**src/hdl/assert_macros.svh**
```systemverilog
// Assertion macros shared by the block's modules.
`ifndef ASSERT_MACROS_SVH
`define ASSERT_MACROS_SVH

// Checked on every rising edge of clk, ignored while reset is applied.
`define MBRM_ASSERT(name, prop, msg) \
	name: assert property (@(posedge clk) disable iff (!arst_n) prop) else $error(msg);

// Checked on every rising edge of clk, reset included.
`define MBRM_ASSERT_ALWAYS(name, prop, msg) \
	name: assert property (@(posedge clk) prop) else $error(msg);

`endif

```
**src/hdl/mbrm_pkg.sv**
```systemverilog
// Types, codes and helper functions of the Modbus RTU read master.
package mbrm_pkg;

	// Default receive buffer depth in bytes.
	localparam int RX_BYTES_DEF = 64;
	// Width of a byte count; covers the largest buffer depth.
	localparam int LEN_W = 7;
	// Width of a buffer address at the largest depth.
	localparam int ADDR_W = 6;

	localparam logic [7:0]  FUNC_HOLDING = 8'h03;
	localparam logic [7:0]  FUNC_INPUT   = 8'h04;
	localparam logic [15:0] CRC_INIT     = 16'hFFFF;
	localparam logic [15:0] CRC_POLY     = 16'hA001;
	localparam logic [LEN_W-1:0] MIN_FRAME   = 7'd3;
	localparam logic [LEN_W-1:0] PAYLOAD_OFS = 7'd3;

	// Input item codes.
	typedef enum logic [1:0] {
		OP_START = 2'd0,
		OP_BYTE  = 2'd1,
		OP_TICK  = 2'd2,
		OP_POLL  = 2'd3
	} op_t;

	// Result kinds.
	typedef enum logic [1:0] {
		KIND_TX      = 2'd0,
		KIND_PAYLOAD = 2'd1,
		KIND_STATUS  = 2'd2
	} kind_t;

	// Status codes.
	typedef enum logic [1:0] {
		ST_OK    = 2'd0,
		ST_CRC   = 2'd1,
		ST_SHORT = 2'd2
	} status_t;

	// Configuration register indexes.
	typedef enum logic [1:0] {
		CFG_SLAVE_ID    = 2'd0,
		CFG_FRAME_GAP   = 2'd1,
		CFG_RETRY_LIMIT = 2'd2
	} cfg_idx_t;

	// Work handed from the front to the back.
	typedef enum logic [1:0] {
		JOB_TX    = 2'd0,
		JOB_CHECK = 2'd1,
		JOB_SHORT = 2'd2
	} job_kind_t;

	typedef struct packed {
		job_kind_t        kind;
		logic [LEN_W-1:0] len;
		logic [7:0]       slave;
		logic             func;
		logic [15:0]      addr;
		logic [6:0]       count;
	} job_t;

	// Receive buffer write request.
	typedef struct packed {
		logic              en;
		logic [ADDR_W-1:0] addr;
		logic [7:0]        data;
	} wr_t;

	// Outcome of a frame check.
	typedef struct packed {
		logic valid;
		logic ok;
	} done_t;

	// Back end sequencer states.
	typedef enum logic [3:0] {
		B_IDLE, B_TX, B_RD, B_CRC, B_CMP, B_PRD, B_PAY, B_STAT, B_DONE
	} back_state_t;

	// CRC-16/Modbus update by one byte.
	function automatic logic [15:0] crc_byte(input logic [15:0] crc, input logic [7:0] b);
		logic [15:0] c;
		c = crc ^ {8'h00, b};
		for (int i = 0; i < 8; i++) begin
			c = c[0] ? ((c >> 1) ^ CRC_POLY) : (c >> 1);
		end
		return c;
	endfunction

endpackage

```
**src/hdl/mbrm_jobq.sv**
```systemverilog
// Two-entry job queue between the front and the back.
`include "assert_macros.svh"
module mbrm_jobq import mbrm_pkg::*; (
	input  logic clk,
	input  logic arst_n,
	input  logic push,
	input  job_t push_job,
	input  logic pop,
	output logic not_empty,
	output logic full,
	output job_t head
);

	job_t       mem_q [2];
	logic       wptr_q;
	logic       rptr_q;
	logic [1:0] cnt_q;

	assign not_empty = (cnt_q != 2'd0);
	assign full      = (cnt_q == 2'd2);
	assign head      = mem_q[rptr_q];

	// Entry storage.
	always_ff @(posedge clk) begin
		if (push) begin
			mem_q[wptr_q] <= push_job;
		end
	end

	// Pointers and fill level.
	always_ff @(posedge clk or negedge arst_n) begin
		if (!arst_n) begin
			wptr_q <= 1'b0;
			rptr_q <= 1'b0;
			cnt_q  <= 2'd0;
		end else begin
			if (push) begin
				wptr_q <= ~wptr_q;
			end
			if (pop) begin
				rptr_q <= ~rptr_q;
			end
			if (push && !pop) begin
				cnt_q <= cnt_q + 2'd1;
			end else if (pop && !push) begin
				cnt_q <= cnt_q - 2'd1;
			end
		end
	end

	`MBRM_ASSERT(a_no_push_full, push |-> !full, "job pushed into a full queue")
	`MBRM_ASSERT(a_no_pop_empty, pop |-> not_empty, "job popped from an empty queue")
	`MBRM_ASSERT_ALWAYS(a_cnt_range, cnt_q != 2'd3, "job queue level out of range")

endmodule

```
**src/hdl/mbrm_front.sv**
```systemverilog
// Front end: accepts items, keeps the protocol state and issues jobs.
module mbrm_front import mbrm_pkg::*; #(
	parameter int RX_BUFFER_BYTES = RX_BYTES_DEF
) (
	input  logic        clk,
	input  logic        arst_n,
	input  logic        in_valid,
	output logic        in_stall,
	input  logic [1:0]  opcode,
	input  logic        input_regs,
	input  logic [15:0] start_address,
	input  logic [6:0]  register_count,
	input  logic [7:0]  rx_byte,
	input  logic        cfg_valid,
	output logic        cfg_ready,
	input  logic [1:0]  cfg_index,
	input  logic [15:0] cfg_data,
	output logic        job_push,
	output job_t        job,
	input  logic        job_full,
	input  done_t       done,
	output wr_t         wr
);

	localparam logic [LEN_W-1:0] DEPTH = LEN_W'(RX_BUFFER_BYTES);

	logic [7:0]       slave_q;
	logic [15:0]      gap_q;
	logic [7:0]       retry_q;
	logic             func_q;
	logic [15:0]      addr_q;
	logic [6:0]       count_q;
	logic             send_q;
	logic             await_q;
	logic             active_q;
	logic [31:0]      ms_q;
	logic [31:0]      start_q;
	logic [LEN_W-1:0] rxlen_q;
	logic [7:0]       poll_q;
	logic             wait_q;

	logic        acc;
	logic        is_poll;
	logic [31:0] diff;
	logic [31:0] elapsed;
	logic        gap_done;
	logic [7:0]  poll_inc;
	logic        close_frame;
	logic        short_frame;

	assign cfg_ready = 1'b1;
	assign in_stall  = wait_q | job_full;
	assign acc       = in_valid & ~in_stall;
	assign is_poll   = acc && (op_t'(opcode) == OP_POLL);

	// Time since the first byte of the frame, with the wrap rule.
	assign diff     = ms_q - start_q;
	assign elapsed  = (ms_q >= start_q) ? diff : diff - 32'd1;
	assign gap_done = elapsed >= {16'h0000, gap_q};
	assign poll_inc = poll_q + 8'd1;

	assign close_frame = !send_q && await_q && active_q && gap_done;
	assign short_frame = rxlen_q < MIN_FRAME;

	// Job issue.
	always_comb begin
		job_push  = 1'b0;
		job.kind  = JOB_TX;
		job.len   = rxlen_q;
		job.slave = slave_q;
		job.func  = func_q;
		job.addr  = addr_q;
		job.count = count_q;
		if (is_poll && send_q) begin
			job_push = 1'b1;
		end else if (is_poll && close_frame) begin
			job_push = 1'b1;
			job.kind = short_frame ? JOB_SHORT : JOB_CHECK;
		end
	end

	// Buffer write for a received byte that fits.
	always_comb begin
		wr.en   = acc && (op_t'(opcode) == OP_BYTE) && (rxlen_q < DEPTH);
		wr.addr = rxlen_q[ADDR_W-1:0];
		wr.data = rx_byte;
	end

	// Configuration registers.
	always_ff @(posedge clk or negedge arst_n) begin
		if (!arst_n) begin
			slave_q <= 8'd1;
			gap_q   <= 16'd20;
			retry_q <= 8'd5;
		end else if (cfg_valid && cfg_ready) begin
			case (cfg_idx_t'(cfg_index))
				CFG_SLAVE_ID:    slave_q <= cfg_data[7:0];
				CFG_FRAME_GAP:   gap_q   <= cfg_data;
				CFG_RETRY_LIMIT: retry_q <= cfg_data[7:0];
				default: ;
			endcase
		end
	end

	// Request and link state.
	always_ff @(posedge clk or negedge arst_n) begin
		if (!arst_n) begin
			func_q   <= 1'b0;
			addr_q   <= '0;
			count_q  <= '0;
			send_q   <= 1'b0;
			await_q  <= 1'b0;
			active_q <= 1'b0;
			ms_q     <= '0;
			start_q  <= '0;
			rxlen_q  <= '0;
			poll_q   <= '0;
			wait_q   <= 1'b0;
		end else begin
			if (done.valid) begin
				wait_q  <= 1'b0;
				await_q <= 1'b0;
				if (done.ok) begin
					send_q <= 1'b0;
					poll_q <= '0;
				end else begin
					send_q <= 1'b1;
				end
			end
			if (acc) begin
				case (op_t'(opcode))
					OP_START: begin
						func_q  <= input_regs;
						addr_q  <= start_address;
						count_q <= register_count;
						send_q  <= 1'b1;
						await_q <= 1'b0;
						poll_q  <= '0;
					end
					OP_BYTE: begin
						if (!active_q) begin
							active_q <= 1'b1;
							start_q  <= ms_q;
						end
						if (rxlen_q >= DEPTH) begin
							rxlen_q <= '0;
						end else begin
							rxlen_q <= rxlen_q + LEN_W'(1);
						end
					end
					OP_TICK: begin
						ms_q <= ms_q + 32'd1;
					end
					OP_POLL: begin
						if (send_q) begin
							rxlen_q <= '0;
							send_q  <= 1'b0;
							await_q <= 1'b1;
						end else if (await_q) begin
							if (poll_inc > retry_q) begin
								poll_q  <= '0;
								send_q  <= 1'b1;
								await_q <= 1'b0;
							end else begin
								poll_q <= poll_inc;
							end
							if (close_frame) begin
								active_q <= 1'b0;
								rxlen_q  <= '0;
								if (short_frame) begin
									send_q  <= 1'b1;
									await_q <= 1'b0;
								end else begin
									wait_q <= 1'b1;
								end
							end
						end
					end
					default: ;
				endcase
			end
		end
	end

endmodule

```
**src/hdl/mbrm_back.sv**
```systemverilog
// Back end: sends request frames and checks received frames from the buffer.
`include "assert_macros.svh"
module mbrm_back import mbrm_pkg::*; #(
	parameter int RX_BUFFER_BYTES = RX_BYTES_DEF
) (
	input  logic        clk,
	input  logic        arst_n,
	input  logic        job_valid,
	input  job_t        job_in,
	output logic        job_pop,
	input  wr_t         wr,
	output done_t       done,
	output logic        out_valid,
	input  logic        out_stall,
	output logic [1:0]  kind,
	output logic [7:0]  data_byte,
	output logic [1:0]  status,
	output logic        last
);

	localparam int AW = $clog2(RX_BUFFER_BYTES);

	logic [7:0] mem_q [RX_BUFFER_BYTES];

	back_state_t      state_q;
	back_state_t      state_d;
	job_t             job_q;
	logic [LEN_W-1:0] idx_q;
	logic [15:0]      crc_q;
	logic [15:0]      got_q;
	logic [7:0]       rd_data_q;
	status_t          code_q;
	logic             ok_q;
	logic             out_valid_q;
	kind_t            kind_q;
	logic [7:0]       data_q;
	status_t          status_q;
	logic             last_q;

	logic             can_load;
	logic             ld;
	kind_t            ld_kind;
	logic [7:0]       ld_data;
	status_t          ld_status;
	logic             ld_last;
	logic             rd_en;
	logic [7:0]       tx_byte;
	logic [LEN_W-1:0] crc_end;
	logic [LEN_W-1:0] idx_next;

	assign can_load  = ~out_valid_q | ~out_stall;
	assign crc_end   = job_q.len - LEN_W'(2);
	assign idx_next  = idx_q + LEN_W'(1);
	assign out_valid = out_valid_q;
	assign kind      = kind_q;
	assign data_byte = data_q;
	assign status    = status_q;
	assign last      = last_q;

	// Request frame byte by position.
	always_comb begin
		case (idx_q[2:0])
			3'd0:    tx_byte = job_q.slave;
			3'd1:    tx_byte = job_q.func ? FUNC_INPUT : FUNC_HOLDING;
			3'd2:    tx_byte = job_q.addr[15:8];
			3'd3:    tx_byte = job_q.addr[7:0];
			3'd4:    tx_byte = 8'h00;
			3'd5:    tx_byte = {1'b0, job_q.count};
			3'd6:    tx_byte = crc_q[7:0];
			default: tx_byte = crc_q[15:8];
		endcase
	end

	// Next state.
	always_comb begin
		state_d = state_q;
		case (state_q)
			B_IDLE: begin
				if (job_valid) begin
					case (job_in.kind)
						JOB_TX:    state_d = B_TX;
						JOB_CHECK: state_d = B_RD;
						default:   state_d = B_STAT;
					endcase
				end
			end
			B_TX:  if (can_load && idx_q[2:0] == 3'd7) state_d = B_IDLE;
			B_RD:  state_d = B_CRC;
			B_CRC: state_d = (idx_q == job_q.len - LEN_W'(1)) ? B_CMP : B_RD;
			B_CMP: state_d = (crc_q == got_q) ? B_PRD : B_STAT;
			B_PRD: state_d = (idx_q + LEN_W'(2) < job_q.len) ? B_PAY : B_STAT;
			B_PAY: if (can_load) state_d = B_PRD;
			B_STAT: begin
				if (can_load) begin
					state_d = (job_q.kind == JOB_CHECK) ? B_DONE : B_IDLE;
				end
			end
			B_DONE:  state_d = B_IDLE;
			default: state_d = B_IDLE;
		endcase
	end

	// Outputs of each state.
	always_comb begin
		job_pop    = 1'b0;
		ld         = 1'b0;
		ld_kind    = KIND_TX;
		ld_data    = 8'h00;
		ld_status  = ST_OK;
		ld_last    = 1'b0;
		rd_en      = 1'b0;
		done.valid = 1'b0;
		done.ok    = ok_q;
		case (state_q)
			B_IDLE: job_pop = job_valid;
			B_TX: begin
				ld      = can_load;
				ld_data = tx_byte;
				ld_last = (idx_q[2:0] == 3'd7);
			end
			B_RD:  rd_en = 1'b1;
			B_PRD: rd_en = (idx_q + LEN_W'(2) < job_q.len);
			B_PAY: begin
				ld      = can_load;
				ld_kind = KIND_PAYLOAD;
				ld_data = rd_data_q;
			end
			B_STAT: begin
				ld        = can_load;
				ld_kind   = KIND_STATUS;
				ld_status = code_q;
				ld_last   = 1'b1;
			end
			B_DONE:  done.valid = 1'b1;
			default: ;
		endcase
	end

	// Receive buffer with a registered read port.
	always_ff @(posedge clk) begin
		if (wr.en) begin
			mem_q[wr.addr[AW-1:0]] <= wr.data;
		end
		if (rd_en) begin
			rd_data_q <= mem_q[idx_q[AW-1:0]];
		end
	end

	// Sequencer datapath.
	always_ff @(posedge clk) begin
		case (state_q)
			B_IDLE: begin
				if (job_valid) begin
					job_q  <= job_in;
					idx_q  <= '0;
					crc_q  <= CRC_INIT;
					code_q <= ST_SHORT;
					ok_q   <= 1'b0;
				end
			end
			B_TX: begin
				if (can_load) begin
					idx_q <= idx_next;
					if (idx_q < LEN_W'(6)) begin
						crc_q <= crc_byte(crc_q, tx_byte);
					end
				end
			end
			B_CRC: begin
				if (idx_q < crc_end) begin
					crc_q <= crc_byte(crc_q, rd_data_q);
				end else if (idx_q == crc_end) begin
					got_q[7:0] <= rd_data_q;
				end else begin
					got_q[15:8] <= rd_data_q;
				end
				idx_q <= idx_next;
			end
			B_CMP: begin
				idx_q <= PAYLOAD_OFS;
				ok_q  <= (crc_q == got_q);
				code_q <= (crc_q == got_q) ? ST_OK : ST_CRC;
			end
			B_PAY: if (can_load) idx_q <= idx_next;
			default: ;
		endcase
	end

	// Control state and output register.
	always_ff @(posedge clk or negedge arst_n) begin
		if (!arst_n) begin
			state_q     <= B_IDLE;
			out_valid_q <= 1'b0;
		end else begin
			state_q <= state_d;
			if (ld) begin
				out_valid_q <= 1'b1;
			end else if (!out_stall) begin
				out_valid_q <= 1'b0;
			end
		end
	end

	always_ff @(posedge clk) begin
		if (ld) begin
			kind_q   <= ld_kind;
			data_q   <= ld_data;
			status_q <= ld_status;
			last_q   <= ld_last;
		end
	end

	`MBRM_ASSERT(a_stat_last, out_valid_q && kind_q == KIND_STATUS |-> last_q,
		"status result without last")
	`MBRM_ASSERT(a_pop_idle, job_pop |-> state_q == B_IDLE, "job taken while busy")
	`MBRM_ASSERT(a_done_idle, done.valid |=> state_q == B_IDLE,
		"sequencer not idle after check outcome")

endmodule

```
**src/hdl/modbus_rtu_master_read.sv**
```systemverilog
// Top level of the Modbus RTU read master.
//
//  channel  | handshake             | payload
//  ---------+-----------------------+------------------------------------------------
//  in       | in_valid / in_stall   | opcode, input_regs, start_address,
//           |                       | register_count, rx_byte
//  out      | out_valid / out_stall | kind, data_byte, status, last
//  cfg      | cfg_valid / cfg_ready | cfg_index, cfg_data
//
// Start, byte and tick items are taken by the front end whenever in_stall is low.
// A send poll gives its 8 frame bytes one per cycle while out_stall lets them
// through, the CRC being updated by each of the first six bytes in the back end sequencer.
// A frame check reads the receive buffer through its registered read port, each
// byte passing through B_RD and B_CRC, then, if the CRC matches, emits payload bytes
// through B_PRD and B_PAY, and the status; input stalls until done.
// Reset is asynchronous and active low; the receive buffer needs no clearing pass.
// A stalled output holds its result; the job queue lets the front take further
// items until it is full or a frame check is awaited.
module modbus_rtu_master_read import mbrm_pkg::*; #(
	parameter int RX_BUFFER_BYTES = RX_BYTES_DEF
) (
	input  logic        clk,
	input  logic        arst_n,
	input  logic        in_valid,
	output logic        in_stall,
	input  logic [1:0]  opcode,
	input  logic        input_regs,
	input  logic [15:0] start_address,
	input  logic [6:0]  register_count,
	input  logic [7:0]  rx_byte,
	output logic        out_valid,
	input  logic        out_stall,
	output logic [1:0]  kind,
	output logic [7:0]  data_byte,
	output logic [1:0]  status,
	output logic        last,
	input  logic        cfg_valid,
	output logic        cfg_ready,
	input  logic [1:0]  cfg_index,
	input  logic [15:0] cfg_data
);

	logic  job_push;
	job_t  job_new;
	logic  job_full;
	logic  job_valid;
	job_t  job_head;
	logic  job_pop;
	done_t done;
	wr_t   wr;

	// Item intake and protocol state.
	mbrm_front #(
		.RX_BUFFER_BYTES(RX_BUFFER_BYTES)
	) u_front (
		.clk            (clk),
		.arst_n         (arst_n),
		.in_valid       (in_valid),
		.in_stall       (in_stall),
		.opcode         (opcode),
		.input_regs     (input_regs),
		.start_address  (start_address),
		.register_count (register_count),
		.rx_byte        (rx_byte),
		.cfg_valid      (cfg_valid),
		.cfg_ready      (cfg_ready),
		.cfg_index      (cfg_index),
		.cfg_data       (cfg_data),
		.job_push       (job_push),
		.job            (job_new),
		.job_full       (job_full),
		.done           (done),
		.wr             (wr)
	);

	// Job queue.
	mbrm_jobq u_jobq (
		.clk       (clk),
		.arst_n    (arst_n),
		.push      (job_push),
		.push_job  (job_new),
		.pop       (job_pop),
		.not_empty (job_valid),
		.full      (job_full),
		.head      (job_head)
	);

	// Frame transmit and check sequencer.
	mbrm_back #(
		.RX_BUFFER_BYTES(RX_BUFFER_BYTES)
	) u_back (
		.clk       (clk),
		.arst_n    (arst_n),
		.job_valid (job_valid),
		.job_in    (job_head),
		.job_pop   (job_pop),
		.wr        (wr),
		.done      (done),
		.out_valid (out_valid),
		.out_stall (out_stall),
		.kind      (kind),
		.data_byte (data_byte),
		.status    (status),
		.last      (last)
	);

endmodule

```
**config.mk**
```make
export PLATFORM = sky130hd
export DESIGN_NAME = modbus_rtu_master_read
export DESIGN_NICKNAME = d
export VERILOG_FILES = /design/src/hdl/mbrm_pkg.sv /design/src/hdl/mbrm_jobq.sv /design/src/hdl/mbrm_front.sv /design/src/hdl/mbrm_back.sv /design/src/hdl/modbus_rtu_master_read.sv
export VERILOG_INCLUDE_DIRS = /design/src /design/src/hdl
export SDC_FILE = /design/constraint.sdc
export NUM_CORES = 1
export LEC_CHECK = 0
export BUFFER_PORTS_ARGS = -buffer_cell sky130_fd_sc_hd__buf_4
export CAP_MARGIN = 20
export CORE_MARGIN = 1.5
export CORE_UTILIZATION = 46
export DETAILED_ROUTE_END_ITERATION = 12
export GPL_TIMING_DRIVEN = 0
export PLACE_DENSITY = 0.75
export SYNTH_ARGS = -nofsm -noshare
export SYNTH_HDL_FRONTEND = slang
export SYNTH_SLANG_ARGS = --single-unit
```
**constraint.sdc**
```tcl
create_clock -name clk -period 6.2 [get_ports clk]
set_input_delay 0 -clock clk [delete_from_list [all_inputs] [get_ports clk]]
set_output_delay 0 -clock clk [all_outputs]
set_load 0.05 [all_outputs]
```
* Yosys cells after proc, flatten, opt, wreduce, memory -nomap -nowiden
Memory sizes are Yosys's and may differ from the RTL's. A register that Yosys moved wholly into a read port is not among the register bits.
Index checks and enable logic that the tools add are counted.
** Word-level totals
- Register bits :: 244
- Bits in writable memories :: 594
- Input port bits :: 57
- Logic and storage cells :: 270
- Memories kept :: 2
** Operators by class
- Add/subtract/negate cells :: 11
- Magnitude comparators :: 9
- Equality and inequality tests :: 40
- Mux-type cells :: 102
- Bitwise gates (word level) :: 29
- Reduce and logical (&&, ||, !) cells :: 42
** Memories
- u_back.mem_q :: depth 64, bits a word 8, rd ports 1, clocked after memory_dff 1, write ports 1, RTL line mbrm_back.sv:23 : logic [7:0] mem_q [RX_BUFFER_BYTES];
- u_jobq.mem_q :: depth 2, bits a word 41, rd ports 1, clocked after memory_dff 0, write ports 1, RTL line mbrm_jobq.sv:14 : job_t mem_q [2];
** Operator list (count)
- 16-bit two-way mux :: 20
- 8-bit one-hot mux with 7 select lines :: 1
- 8-bit two-way mux :: 6
- 2-bit inverter with 3-bit output :: 16
- 16-bit one-hot mux with 3 select lines :: 1
- 7-bit two-way mux :: 6
- 1-bit two-way mux :: 39
- 32-bit by 1-bit adder with 32-bit output (second input constant) :: 1
- 32-bit by 16-bit greater-or-equal comparator with 1-bit output :: 1
- 32-bit greater-or-equal comparator :: 1
- 32-bit two-way mux :: 1
- 4-bit one-hot mux with 8 select lines :: 1
- 8-bit one-hot mux with 2 select lines :: 2
- 32-bit by 1-bit subtractor with 32-bit output (second input constant) :: 1
- 32-bit subtractor :: 1
- 16-bit by 8-bit XOR with 16-bit output :: 2
- 7-bit one-hot mux with 4 select lines :: 1
- 2-bit by 1-bit != test with 1-bit output (second input constant) :: 11
- 4-bit two-way mux :: 5
- 16-bit equality test :: 1
- 4-bit by 3-bit equality test with 1-bit output (second input constant) :: 4
- 7-bit by 1-bit adder with 7-bit output (second input constant) :: 2
- 7-bit equality test :: 2
- 7-bit < comparator :: 2
- other kinds (44) :: 105

* Logic depth before layout (Yosys ltp)
- Depth after elaboration :: 22
- Mapped depth :: 28

* Hierarchy
Synthesis repeated with hierarchy kept, for this count alone.
** Unflattened totals
- Cell total of the unflattened synthesis :: 2605
- Area, all modules :: 38339.3 sq um
** Modules (own cells, without submodules)
- mbrm_back :: instances 1, cells each 1426, area each 25615.8 sq um, sequential area each 18622.9 sq um
- mbrm_front :: instances 1, cells each 1035, area each 9372.7 sq um, sequential area each 3484.6 sq um
- mbrm_jobq :: instances 1, cells each 144, area each 3350.7 sq um, sequential area each 2562.5 sq um

* Worst setup path after synthesis
Ideal clock, no wire load.
- Kind :: reg2reg
- From :: register u_front.ms_q[0]
- To :: memory u_jobq.mem_q[0][0] (netlist bit), enable pin
- Arrival time :: 5.941 ns
- Required time :: 5.761 ns
- Path slack :: -0.180 ns
- Stages on the path, launching flop included :: 24
- Path buffers :: 0
- Period minus slack after synthesis :: 6.380 ns
- Cell sequence :: dfrtp_1 -> inv_1 -> ha_1 -> inv_1 -> fa_1 -> a21o_1 -> or4_1 -> a221oi_2 -> o21ai_2 -> nor4b_4 -> nand3_2 -> nor2_1 -> xor2_1 -> ha_1 -> nand4_1 -> nor2_1 -> o2111ai_1 -> a21oi_1 -> or4b_1 -> or4_4 -> nor4_4 -> a31oi_1 -> o21bai_2 -> nor2_1
** On the way
- Longest elaborated chain between the ends :: 10
- Elaborated cells between the ends (all ways) :: 11
- Classes of those cells :: add/sub: 2; order compare: 2; mux: 5; reduce/logical: 2
** Ends and longest elaborated chain
- start: declaration :: RTL line mbrm_front.sv:36 : logic [31:0] ms_q;
- start signal: assignment :: RTL line mbrm_front.sv:152 : ms_q <= ms_q + 32'd1;
- 32-bit subtractor :: RTL line mbrm_front.sv:57 : assign diff = ms_q - start_q;
- 32-bit by 1-bit subtractor with 32-bit output :: RTL line mbrm_front.sv:58 : assign elapsed = (ms_q >= start_q) ? diff : diff - 32'd1;
- 32-bit two-way mux (*) :: RTL line mbrm_front.sv:58
- 32-bit by 16-bit greater-or-equal comparator with 1-bit output (*) :: RTL line mbrm_front.sv:59 : assign gap_done = elapsed >= {16'h0000, gap_q};
- 1-bit logical AND (*) :: RTL line mbrm_front.sv:62 : assign close_frame = !send_q && await_q && active_q && gap_done;
- 1-bit logical AND (*) :: RTL line mbrm_front.sv:76 : end else if (is_poll && close_frame) begin
- 1-bit two-way mux (*) :: RTL line mbrm_front.sv:76
- 1-bit two-way mux (*) :: RTL line mbrm_front.sv:74 : if (is_poll && send_q) begin
- 1-bit two-way mux (*) :: RTL line mbrm_jobq.sv:25 : if (push) begin
- 1-bit two-way mux (not written as such) (*) :: RTL line mbrm_jobq.sv:26 : mem_q[wptr_q] <= push_job;
- end: declaration :: RTL line mbrm_jobq.sv:14
Every way passes the cells marked *; elsewhere a longest branch is shown, timed or not.

* Worst setup path in the final report
- From :: register u_front.ms_q[0]
- To :: memory u_jobq.mem_q[0][21] (netlist bit), enable pin
Same word-level chain as after synthesis.

==> flow_metrics.tcl <==
set metrics [dict create \
    cts.root.buffer_cell "clkbuf_16" \
    netlist_instances 2602 \
    synth_fp_nets 2749 \
    drt.antenna.violating_nets 0 \
    detailroute.wirelength.met2_mm 44.81 \
    max_cap_violation_count 0 \
    grt_pass1_vias 23627 \
    post-route-drc-count 0 \
    gr-total-overflow 0 \
    dpl_ws_ns -0.5078 \
    yosys_register_bits 846 \
    tritoncts_num_sinks 846 \
    flow.area_growth_from_synthesis_pct 15.58 \
    drt_pre_antenna_iters 6 \
    avgSynthCellArea_sq_um 14.70 \
    routabilityCongestion 0.9173 \
    drt_first_iter_violations 2369 \
    design.final.nets 3007 \
    timing.fmax_mhz 160.7 \
    syn-cell-area_sq_um 38250 \
    setup.worst_path.start_class "flip-flop" \
    via_count 23490 \
    number_of_vias_per_cell 5.871 \
    grt.total_usage_pct 20.89 \
    numCtsBuffers 85 \
    seq_area_frac_synth_pct 64.50 \
    synth-edff-count 698 \
    grt_pass1_wl_mm 137.3 \
    synth_flop_cell "edfxtp_1" \
    met3WireLength_mm 5.814 \
    dr.max_layer_used "met4" \
    required_ns 6.59 \
    cp.arrival_ns 6.62 \
    grt_setup_unrepaired "true" \
    port_buffers 71 \
    fin_ws_ns -0.02201 \
    layout-drive-gt1-share_pct 18.57 \
    grt_start_max_net_pins 95 \
    clock-skew-final_ns 0.03958 \
    slew_headroom_pct 27.93 \
    timing_hold_violations_final 0 \
    die_x_microns 291.4 \
    routedWlPerCell_microns 22.36 \
    cts_tree "done" \
    routed_wl_mm 89.47 \
    period_needed_ns 6.222 \
    placeableCoreArea_sq_um 82240 \
    num_io_pins 73 \
    row_count 105 \
    h-tree-depth 3 \
    power.density_nw_per_um2 397.4 \
    path_clk_slew_ns 0.06 \
    critPathCaptureType "flip-flop" \
    die-area_sq_um 84880 \
    outcome "finished, violations left" \
    post_route_core_utilization_pct 53.75 \
    worst_skew_pair.late_latency_ns 0.66 \
    synth_warnings 0 \
    leakagePower_nw 16.16 \
    fillerInstances 6350 \
    worst-setup-path-type "reg -> reg" \
    async_sr_flop_fraction_pct 17.49 \
    min_path_type "in -> reg" \
    ys_types 104 \
    failed_checks "negative setup slack" \
    grt_antenna_before_repair 0 \
    cts_max_path_buffers 3 \
    period_share_pct 100.4 \
    max_slew_vio_count 0 \
    peakVddDrop_mv 0.3860 \
    setup_violations 34 \
    crit_path_max_fanout 8 \
    detailed_place_hpwl_mm 59.20 \
    initial_core_util_pct 46.51 \
    routedLengthMet1_mm 35.37 \
    worst-slew-pin-transition_ns 1.054 \
    floorplan.die.height_microns 291.4 \
]
[layer usage]
metal	up-vias	GRT usage [%]
met2	920	35.67
li1	10527	-
met4	0	8.016
met5	-	0
met1	11838	27.09
met3	205	2.947
[what timing repair did]
item,CTS,global route
gates resized for setup,7,23
hold buffers,60,0
setup endpoints to repair,87,90
setup buffers,6,23
gates cloned,0,6
pin swaps,7,32
hold endpoints to repair,731,0
[per-stage QoR]
| step | TNS (ns) | std cells | total power [mW] | hold WS (ns) | area, sq um |
|---|---|---|---|---|---|
| floorplan | -14.80 | 2602 | 10.70 | -0.2956 | 38250 |
| global placement | -136.69 | 3743 | 12.18 | 0.2340 | 40120 |
| detailed placement | -23.85 | 3748 | 12.29 | -0.008110 | 40230 |
| CTS | -0.08046 | 3969 | 17.58 | 0.01484 | 43780 |
| global route | -21.30 | 4000 | 18.27 | 0.05617 | 44200 |
| finish | -0.4614 | 4001 | 17.57 | 0.05071 | 44210 |
[cells in the mapped netlist, drive strengths merged (6+ instances only)]
library cell	count	share of area [%]
o2111ai	12	0.27
nand4	24	0.39
o31a	6	0.16
nand3b	6	0.12
a22oi	12	0.25
a221oi	9	0.22
and4	9	0.21
a32oi	6	0.14
a21o	26	0.51
o21a	11	0.22
nor4	17	0.35
or3	15	0.25
a21oi	93	1.3
dfrtp	143	9.4
ha	89	2.9
o21ai	133	1.8
buf	46	0.68
a211o	6	0.14
mux2i	78	2.0
nor2	154	1.5
mux2	103	3.0
o221ai	13	0.30
a211oi	23	0.46
o22ai	14	0.23
edfxtp	698	55
nand3	65	0.89
clkbuf	78	0.77
a31oi	17	0.28
o211ai	11	0.23
and3	24	0.41
xnor2	93	2.1
nor3	42	0.55
nor2b	17	0.28
and2	12	0.21
nand2b	12	0.20
o31ai	9	0.18
inv	85	0.83
mux4	112	6.6
xor2	60	1.4
nand2	153	1.5
[layout make-up]
type | instances | area, sq um | area share (%)
Buffer | 123 | 560.5 | 1.268
Clock buffer | 110 | 2271 | 5.137
Sequential cell | 846 | 24670 | 55.80
Multi-Input combinational cell | 1547 | 12840 | 29.04
Antenna cell | 1 | 2.502 | 0.005661
Inverter | 85 | 319.1 | 0.7217
Tap cell | 1070 | 1339 | 3.028
Clock inverter | 47 | 615.6 | 1.393
Timing Repair Buffer | 172 | 1592 | 3.600
[worst paths after layout]
path	from	endpoint	slack, ns	cells past startpoint
worst max-delay path	u_front.ms_q[0]	u_jobq.mem_q[0][21]	-0.02	26
worst min-delay path	opcode[0]	u_front.rxlen_q[4]	0.05	4
worst max register to register	u_front.ms_q[0]	u_jobq.mem_q[0][21]	-0.02	26
worst min register to register	u_back.job_q[40]	u_back.state_q[3]	0.40	1
max in group asynchronous	arst_n	u_front.slave_q[0]	5.27	4
min in group asynchronous	arst_n	u_front.ms_q[3]	0.44	4
[cells by family (layout without fill, tap and decap cells)]
logic type | after synthesis | count (layout) | synth area share, %
flip-flops | 846 | 846 | 64.50
AND/OR/NAND/NOR | 575 | 575 | 7.492
AO/OA/AOI/OAI | 435 | 435 | 7.547
multiplexers | 293 | 293 | 11.68
buffers and inverters | 209 | 537 | 2.283
XOR/XNOR | 153 | 153 | 3.523
adder cells (fa/ha/maj) | 90 | 90 | 2.964
other | 1 | 2 | 0.009805
[placed cells by master (no fill, tap or decap), drive strengths merged, types with 17 or more instances in the layout]
| cell | count |
|---|---|
| edfxtp | 698 |
| clkbuf | 192 |
| nor2 | 154 |
| nand2 | 153 |
| buf | 153 |
| dfrtp | 143 |
| o21ai | 133 |
| mux4 | 112 |
| mux2 | 103 |
| xnor2 | 93 |
| a21oi | 93 |
| ha | 89 |
| inv | 86 |
| mux2i | 78 |
| nand3 | 65 |
| xor2 | 60 |
| dlygate4sd3 | 59 |
| nor3 | 42 |
| clkinv | 33 |
| a21o | 26 |
| nand4 | 24 |
| and3 | 24 |
| a211oi | 23 |
| nor2b | 17 |
| a31oi | 17 |
| nor4 | 17 |
[flip-flops by register name (all words and copies together) (netlist names), 16 cells and up]
name	flops
u_back.crc_q	16
u_back.job_q	41
u_front.gap_q	16
u_front.ms_q	32
u_back.got_q	16
u_back.mem_q	512
u_jobq.mem_q	82
u_front.start_q	32
u_front.addr_q	16
[where the power goes]
group          total [mW]  internal [mW]  switching, mW
Sequential           6.94           6.65          0.288
Clock                5.26           3.07           2.19
Combinational        5.38           2.18           3.20
Total                17.6           11.9           5.67
[worst max-delay path, cell delays in order, from the launching register on]
cell and delay, ns:
dfrtp_1 0.39, inv_2 0.08, ha_4 0.13, inv_2 0.04
fa_2 0.39, a21o_1 0.20, or4_1 0.53, a221oi_2 0.31
o21ai_2 0.16, nor4b_4 0.38, nand3_2 0.14, nor2_2 0.17
xor2_1 0.19, ha_1 0.26, nand4_1 0.11, nor2_2 0.05
a21oi_1 0.13, o211ai_1 0.12, or4b_1 0.48, or4_4 0.54
nor4_4 0.32, a31oi_2 0.15, o21bai_2 0.19, buf_4 0.14
buf_6 0.11, nor2_4 0.09, clkbuf_16 0.19
(Power assumes the default switching activity.)
